<file path="config.mk">
export PLATFORM = sky130hd
export DESIGN_NAME = nonpreemptive_priority_scheduler
export DESIGN_NICKNAME = d
export VERILOG_FILES = /design/src/rtl/core/npps_pkg.sv /design/src/rtl/core/npps_cell.sv /design/src/rtl/core/nonpreemptive_priority_scheduler.sv
export SDC_FILE = /design/constraint.sdc
export NUM_CORES = 2
export LEC_CHECK = 0
export BUFFER_PORTS_ARGS = -buffer_cell sky130_fd_sc_hd__buf_2
export CAP_MARGIN = 20
export CORE_MARGIN = 1.5
export CORE_UTILIZATION = 45
export CTS_BUF_LIST = sky130_fd_sc_hd__clkbuf_4 sky130_fd_sc_hd__clkbuf_8
export DETAILED_ROUTE_END_ITERATION = 12
export PLACE_DENSITY = 0.65
export SLEW_MARGIN = 40
export SYNTH_ARGS = -nofsm -noshare
export SYNTH_HDL_FRONTEND = slang
export SYNTH_SLANG_ARGS = --single-unit
</file>
<file path="constraint.sdc">
create_clock -name clock -period 16.9 [get_ports clock]
set_input_delay 0.845 -clock clock [delete_from_list [all_inputs] [get_ports clock]]
set_output_delay 0.845 -clock clock [all_outputs]
set_load 0.05 [all_outputs]
</file>
<file path="src/rtl/core/npps_pkg.sv">
`timescale 1ns / 1ps

package npps_pkg;

   localparam int ID_W   = 16;
   localparam int RUN_W  = 16;
   localparam int PRIO_W = 8;
   localparam int CTR_W  = 32;

   // one waiting job as held by a queue cell
   typedef struct packed {
      logic [ID_W-1:0]   id;
      logic [RUN_W-1:0]  run;
      logic [PRIO_W-1:0] prio;
   } entry_type;

   // per-tick queue operations broadcast to every cell
   typedef struct packed {
      logic insert;
      logic dispatch;
   } ctrl_type;

endpackage

</file>
<file path="src/rtl/core/npps_cell.sv">
`timescale 1ns / 1ps

module npps_cell (
   input  logic               clock,
   input  npps_pkg::ctrl_type  ctrl,
   input  logic               occupied,
   input  npps_pkg::entry_type new_entry,
   input  npps_pkg::entry_type prev_entry,
   input  logic               prev_lt,
   input  npps_pkg::entry_type next_ins,
   output npps_pkg::entry_type cur_entry,
   output logic               lt,
   output logic               is_pos,
   output npps_pkg::entry_type ins_entry
);
   import npps_pkg::*;

   entry_type entry_ff;
   entry_type entry_in;

   assign cur_entry = entry_ff;

   // waiting job here is served before the arriving one
   assign lt     = occupied && (entry_ff.prio < new_entry.prio);
   assign is_pos = !lt && prev_lt;

   // contents after the arrival is placed
   always_comb begin
      if (!ctrl.insert || lt) begin
         ins_entry = entry_ff;
      end else if (is_pos) begin
         ins_entry = new_entry;
      end else begin
         ins_entry = prev_entry;
      end
   end

   // head removal pulls from the neighbor behind
   assign entry_in = ctrl.dispatch ? next_ins : ins_entry;

   always_ff @(posedge clock) begin
      if (ctrl.insert || ctrl.dispatch) begin
         entry_ff <= entry_in;
      end
   end

endmodule

</file>
<file path="src/rtl/core/nonpreemptive_priority_scheduler.sv">
`timescale 1ns / 1ps
// channel  direction  handshake             payload
// req      in         req_valid/req_stall   arrival_valid, job_id, job_run_time, job_priority
// rsp      out        rsp_valid/rsp_stall   finished_*, processor_busy, queue_count, ...
//
// one tick word per clock while req_stall is low; the word is applied to the cell chain in the cycle it is taken
// and its status word appears in the output register on the next cycle
// req_stall is high while the output register holds a word that rsp_stall is holding back
// synchronous active-high reset empties the queue, idles the processor, clears counters
// queue cells hold no reset; only the first queue_count cells hold valid entries

module nonpreemptive_priority_scheduler #(
   parameter int QUEUE_DEPTH = 16
) (
   input  logic                                  clock,
   input  logic                                  reset,
   input  logic                                  req_valid,
   output logic                                  req_stall,
   input  logic                                  req_arrival_valid,
   input  logic [npps_pkg::ID_W-1:0]             req_job_id,
   input  logic [npps_pkg::RUN_W-1:0]            req_job_run_time,
   input  logic [npps_pkg::PRIO_W-1:0]           req_job_priority,
   output logic                                  rsp_valid,
   input  logic                                  rsp_stall,
   output logic                                  rsp_finished_valid,
   output logic [npps_pkg::ID_W-1:0]             rsp_finished_id,
   output logic                                  rsp_processor_busy,
   output logic [$clog2(QUEUE_DEPTH+1)-1:0]      rsp_queue_count,
   output logic                                  rsp_arrival_dropped,
   output logic [npps_pkg::CTR_W-1:0]            rsp_insert_visits_total,
   output logic [npps_pkg::CTR_W-1:0]            rsp_dispatch_total
);
   import npps_pkg::*;

   localparam int CNT_W = $clog2(QUEUE_DEPTH + 1);
   localparam int IDX_W = $clog2(QUEUE_DEPTH);

   logic [CNT_W-1:0] count_ff, count_in;
   logic [ID_W-1:0]  running_id_ff, running_id_in;
   logic [RUN_W-1:0] remaining_ff, remaining_in;
   logic             busy_ff, busy_in;
   logic [CTR_W-1:0] visits_ff, visits_in;
   logic [CTR_W-1:0] dispatches_ff, dispatches_in;

   logic             rsp_valid_ff;
   logic             fin_valid_ff;
   logic [ID_W-1:0]  fin_id_ff;
   logic             dropped_ff;

   logic             fire;
   ctrl_type         ctrl;
   entry_type        new_entry;
   logic             full;
   logic             do_insert;
   logic [RUN_W-1:0] rem_dec;
   logic             finish;
   logic             busy_mid;
   logic [CNT_W-1:0] count_mid;
   logic             do_dispatch;
   logic [IDX_W-1:0] pos;
   logic [CTR_W:0]   visit_sum;

   entry_type               cur_entry [QUEUE_DEPTH];
   entry_type               ins_entry [QUEUE_DEPTH];
   logic [QUEUE_DEPTH-1:0]  lt;
   logic [QUEUE_DEPTH-1:0]  is_pos;

   // handshake
   assign req_stall = rsp_valid_ff && rsp_stall;
   assign fire      = req_valid && !req_stall;

   // arriving job, zero run time counts as one
   always_comb begin
      new_entry.id   = req_job_id;
      new_entry.run  = (req_job_run_time == '0) ? RUN_W'(1) : req_job_run_time;
      new_entry.prio = req_job_priority;
   end

   assign full      = (count_ff == CNT_W'(QUEUE_DEPTH));
   assign do_insert = req_arrival_valid && !full;

   // countdown of the running job
   assign rem_dec   = remaining_ff - RUN_W'(1);
   assign finish    = busy_ff && (rem_dec == '0);
   assign busy_mid  = busy_ff && !finish;
   assign count_mid = count_ff + CNT_W'(do_insert);
   assign do_dispatch = !busy_mid && (count_mid != '0);

   // queue operations for this tick
   always_comb begin
      ctrl.insert   = fire && do_insert;
      ctrl.dispatch = fire && do_dispatch;
   end

   // sorted queue, head at cell 0
   for (genvar i = 0; i < QUEUE_DEPTH; i++) begin : g_cell
      npps_cell u_cell (
         .clock      (clock),
         .ctrl       (ctrl),
         .occupied   (count_ff > CNT_W'(i)),
         .new_entry  (new_entry),
         .prev_entry ((i == 0) ? new_entry : cur_entry[(i == 0) ? 0 : i - 1]),
         .prev_lt    ((i == 0) ? 1'b1 : lt[(i == 0) ? 0 : i - 1]),
         .next_ins   ((i == QUEUE_DEPTH - 1) ? ins_entry[i]
                                             : ins_entry[(i == QUEUE_DEPTH - 1) ? i : i + 1]),
         .cur_entry  (cur_entry[i]),
         .lt         (lt[i]),
         .is_pos     (is_pos[i]),
         .ins_entry  (ins_entry[i])
      );
   end

   // insertion slot index from the one-hot position flags
   always_comb begin
      pos = '0;
      for (int i = 0; i < QUEUE_DEPTH; i++) begin
         if (is_pos[i]) begin
            pos = pos | IDX_W'(i);
         end
      end
   end

   assign visit_sum = {1'b0, visits_ff} + {{(CTR_W + 1 - IDX_W){1'b0}}, pos} + (CTR_W + 1)'(1);

   // next state of the processor and counters
   always_comb begin
      count_in      = count_mid - CNT_W'(do_dispatch);
      busy_in       = busy_mid || do_dispatch;
      running_id_in = do_dispatch ? ins_entry[0].id : running_id_ff;
      if (do_dispatch) begin
         remaining_in = ins_entry[0].run;
      end else if (busy_ff) begin
         remaining_in = rem_dec;
      end else begin
         remaining_in = remaining_ff;
      end
      if (!do_insert) begin
         visits_in = visits_ff;
      end else if (visit_sum[CTR_W]) begin
         visits_in = '1;
      end else begin
         visits_in = visit_sum[CTR_W-1:0];
      end
      if (do_dispatch && (dispatches_ff != '1)) begin
         dispatches_in = dispatches_ff + CTR_W'(1);
      end else begin
         dispatches_in = dispatches_ff;
      end
   end

   // state and output word registers
   always_ff @(posedge clock) begin
      if (reset) begin
         count_ff      <= '0;
         running_id_ff <= '0;
         remaining_ff  <= '0;
         busy_ff       <= 1'b0;
         visits_ff     <= '0;
         dispatches_ff <= '0;
         rsp_valid_ff  <= 1'b0;
      end else begin
         if (fire) begin
            count_ff      <= count_in;
            running_id_ff <= running_id_in;
            remaining_ff  <= remaining_in;
            busy_ff       <= busy_in;
            visits_ff     <= visits_in;
            dispatches_ff <= dispatches_in;
            rsp_valid_ff  <= 1'b1;
         end else if (!rsp_stall) begin
            rsp_valid_ff  <= 1'b0;
         end
      end
   end

   always_ff @(posedge clock) begin
      if (fire) begin
         fin_valid_ff <= finish;
         fin_id_ff    <= finish ? running_id_ff : '0;
         dropped_ff   <= req_arrival_valid && full;
      end
   end

   assign rsp_valid               = rsp_valid_ff;
   assign rsp_finished_valid      = fin_valid_ff;
   assign rsp_finished_id         = fin_id_ff;
   assign rsp_processor_busy      = busy_ff;
   assign rsp_queue_count         = count_ff;
   assign rsp_arrival_dropped     = dropped_ff;
   assign rsp_insert_visits_total = visits_ff;
   assign rsp_dispatch_total      = dispatches_ff;

endmodule
</file>
==> insert_results.sql <==
INSERT INTO impl_metrics (metric_group, metric, value, unit) VALUES
('timing', 'final_period_minus_worst_setup_slack', '6410', 'ps'),
('timing', 'report.final.slew_viol_count', '0', ''),
('critical_path', 'cp_slowest_cell', 'clkinv_1', ''),
('drt', 'drt_pre_antenna_iters', '5', ''),
('yosys', 'number_of_different_library_cells_in_the_post_synthesis_netlist', '71', ''),
('critical_path', 'critical_path_arrival', '7130', 'ps'),
('drt', 'drtAntennaViolNets', '0', ''),
('cts', 'clock-sinks', '761', ''),
('drt', 'wl_met1', '60.4', 'mm'),
('critical_path', 'timing.critical_path.cells', 'buf_2, clkinv_1, ha_1, a21o_1, a221oi_1, o31a_2, buf_4, nor2_1, a211o_1, or4_1, ha_1, nor2b_1, o21a_1, o21ai_0, a2111o_1, nor3_1, and3_1, nor3_1', ''),
('yosys', 'synth_xor_area_frac', '0.00548', ''),
('finish', 'final_cell_area', '0.0539', 'mm²'),
('placed_design', 'detailed_place.area', '0.0512', 'mm²'),
('drt', 'drt_first_iter_violations', '3177', ''),
('drt', 'dr.max_layer_used', 'met5', ''),
('yosys', 'synth_async_sr_flop_share', '0', ''),
('finish', 'final_net_count', '4598', ''),
('yosys', 'synthFlopType', 'edfxtp_1', ''),
('drt', 'wl_met2', '55.9', 'mm'),
('cts', 'clock_latency', '830', 'ps'),
('drt', 'route.met3.wl', '8.62', 'mm'),
('critical_path', 'crit_path_start_kind', 'input pin', ''),
('finish', 'proportion_of_layout_cells_with_a_drive_suffix_above_1', '0.228', ''),
('cts', 'tritoncts', 'done', ''),
('grt', 'grt_pass1_vias', '34859', ''),
('yosys', 'synth_seq_cells', '761', ''),
('yosys', 'synth_top_family_by_area', 'multiplexers', ''),
('yosys', 'netlist_instances', '4473', ''),
('timing', 'final.setup_skew', '37.9', 'ps'),
('power_and_ir_drop', 'ir_drop', '85.6', 'µV'),
('placed_design', 'finalWeightedCongestion', '0.844', ''),
('yosys', 'synth_simple_gate_area_frac', '0.0719', ''),
('drt', 'detail_route.wirelength', '128', 'mm'),
('yosys', 'synth-seq-area-share', '0.441', ''),
('yosys', 'synth_area', '0.0495', 'mm²'),
('power_and_ir_drop', 'power_leakage', '20.9', 'nW'),
('grt', 'largest_net_degree_at_the_start_of_global_routing', '197', ''),
('floorplanning', 'die_height', '335', 'µm'),
('yosys', 'synthAdderAreaFrac', '0.0315', ''),
('cts', 'cts-hold-fix-buffers', '0', ''),
('finish', 'layout.filler_cells', '9852', ''),
('floorplanning', 'die-area', '0.112', 'mm²'),
('min_path', 'min_path_type', 'input pin to flop', ''),
('power_and_ir_drop', 'powerDensity', '166', 'mW/mm²'),
('critical_path', 'crit_required', '17610', 'ps'),
('placed_design', 'dp_hpwl', '81.5', 'mm'),
('timing', 'tns', '0', 'ps'),
('timing', 'hold_violations_final', '0', ''),
('yosys', 'synth.area.mux_share', '0.260', ''),
('grt', 'global_route.overflow_total', '0', ''),
('floorplanning', 'i_o_pin_cnt', '135', ''),
('placed_design', 'buffer_ports.inserted', '134', ''),
('critical_path', 'cpPeakStageDelay', '730', 'ps'),
('timing', 'share_of_the_clock_period_used_by_the_worst_path', '0.379', ''),
('cts', 'cts_setup_buffers', '0', ''),
('cts', 'cts-root-buf', 'clkbuf_8', ''),
('yosys', 'number_of_enable_flip_flop_cells_after_synthesis', '658', ''),
('yosys', 'syn_nets', '4642', ''),
('floorplanning', 'floorplan.rows', '121', ''),
('grt', 'initial_antenna_violation_count', '7', ''),
('cts', 'clkSlewWorstSetupHoldPaths', '60', 'ps'),
('finish', 'area_delta_synth_final', '8.92', '%'),
('yosys', 'yosysWarnings', '0', ''),
('yosys', 'synth_compound_gate_area_share', '0.144', ''),
('cts', 'cts_made_buffers', '140', ''),
('floorplanning', 'die_width', '335', 'µm'),
('critical_path', 'r2r_setup_slack', '10730', 'ps'),
('cts', 'clock_tree.buffer_depth', '3', ''),
('drt', 'post-route-drc-count', '0', ''),
('flow_run', 'max_cap_violations', '0', ''),
('run_status', 'status', 'completed', '');
==> routing by layer <==
layer  GRT usage  up-vias
met5           0        -
met4      0.0669        4
met3      0.0435      194
met2       0.340     1124
met1       0.319    17278
li1            -    17244
==> cells in the mapped netlist, drive strengths merged (49+ instances only) <==
cell type | count | area, µm²
dfxtp | 103 | 2060
buf | 123 | 835
a21oi | 112 | 561
mux2 | 531 | 5980
o2bb2ai | 55 | 482
edfxtp | 658 | 19800
ha | 123 | 1540
a21o | 49 | 368
o22ai | 174 | 1090
o31ai | 49 | 368
o21ai | 342 | 1710
and3 | 58 | 368
nand3 | 109 | 546
clkbuf | 277 | 1040
a211oi | 80 | 601
mux2i | 690 | 6910
nor2 | 261 | 980
nand2 | 82 | 308
inv | 113 | 424
==> cells by family after synthesis <==
| group | count (synthesis) |
|---|---|
| AOI/OAI and AO/OA | 1102 |
| xor gates and xnor gates | 31 |
| adders and majority gates | 124 |
| buffers and inverters | 513 |
| DFF | 761 |
| muxes | 1221 |
| and+or+nand+nor | 721 |
==> worst paths after layout <==
kind	start	to	cells after the start
worst max-delay path	req_job_priority[6]	rsp_insert_visits_total[31]	18
worst min-delay path	req_valid	rsp_valid	2
worst max register to register	rsp_queue_count[2]	g_cell[10].u_cell.cur_entry[25]	16
worst min register to register	rsp_dispatch_total[30]	rsp_dispatch_total[30]	2
==> layout make-up <==
| cell class | instances | area [µm²] | share of cell area |
|---|---|---|---|
| Multi-Input combinational cell | 3199 | 25700 | 0.476 |
| Sequential cell | 761 | 21800 | 0.405 |
| Clock buffer | 201 | 2440 | 0.0453 |
| Tap cell | 1414 | 1770 | 0.0328 |
| Timing Repair Buffer | 214 | 1530 | 0.0284 |
| Inverter | 113 | 424 | 0.00787 |
| Clock inverter | 41 | 233 | 0.00432 |
| Antenna cell | 5 | 12.5 | 0.000232 |
==> placed cells by master (no fill, tap or decap), types with 109 or more instances in the layout <==
| master | synthesis | routed |
|---|---|---|
| buf_2 | 52 | 133 |
| clkbuf_8 | 0 | 149 |
| edfxtp_1 | 658 | 658 |
| ha_1 | 123 | 123 |
| inv_1 | 111 | 109 |
| mux2_2 | 531 | 531 |
| mux2i_1 | 690 | 690 |
| nor2_1 | 261 | 254 |
| o21ai_0 | 325 | 322 |
| o22ai_1 | 174 | 174 |
==> sequential cells by signal, summed over array words and instances (netlist names), 5 cells and up <==
name	count
rsp_finished_id	16
running_id_ff	16
rsp_dispatch_total	32
rsp_queue_count	5
g_cell.u_cell.cur_entry	640
remaining_ff	16
rsp_insert_visits_total	32
==> where the power goes <==
group          switching (W)  internal [W]  total [W]
logic                0.00214       0.00168    0.00382
registers           0.000375       0.00302    0.00340
clock network       0.000808      0.000928    0.00174
==> per-stage QoR <==
stage          utilization  hold slack, ps  total power (W)  std cells  setup WS (ps)
5_1_grt              0.495             236          0.00953       5947          10170
6_report             0.495             264          0.00896       5948          10490
3_3_place_gp         0.467             471          0.00707       5693           9940
3_5_place_dp         0.469             484          0.00721       5699           9950
2_1_floorplan            -             474          0.00642       4473           5520
4_1_cts              0.494             187          0.00898       5941          10700
==> worst max-delay path: cells and delay by family <==
family	cells	cell delay (ps)
AOI/OAI and AO/OA	7	2380
buffers and inverters	3	1770
and+or+nand+nor	6	1220
adders and majority gates	2	870
(Power assumes the default switching activity.)
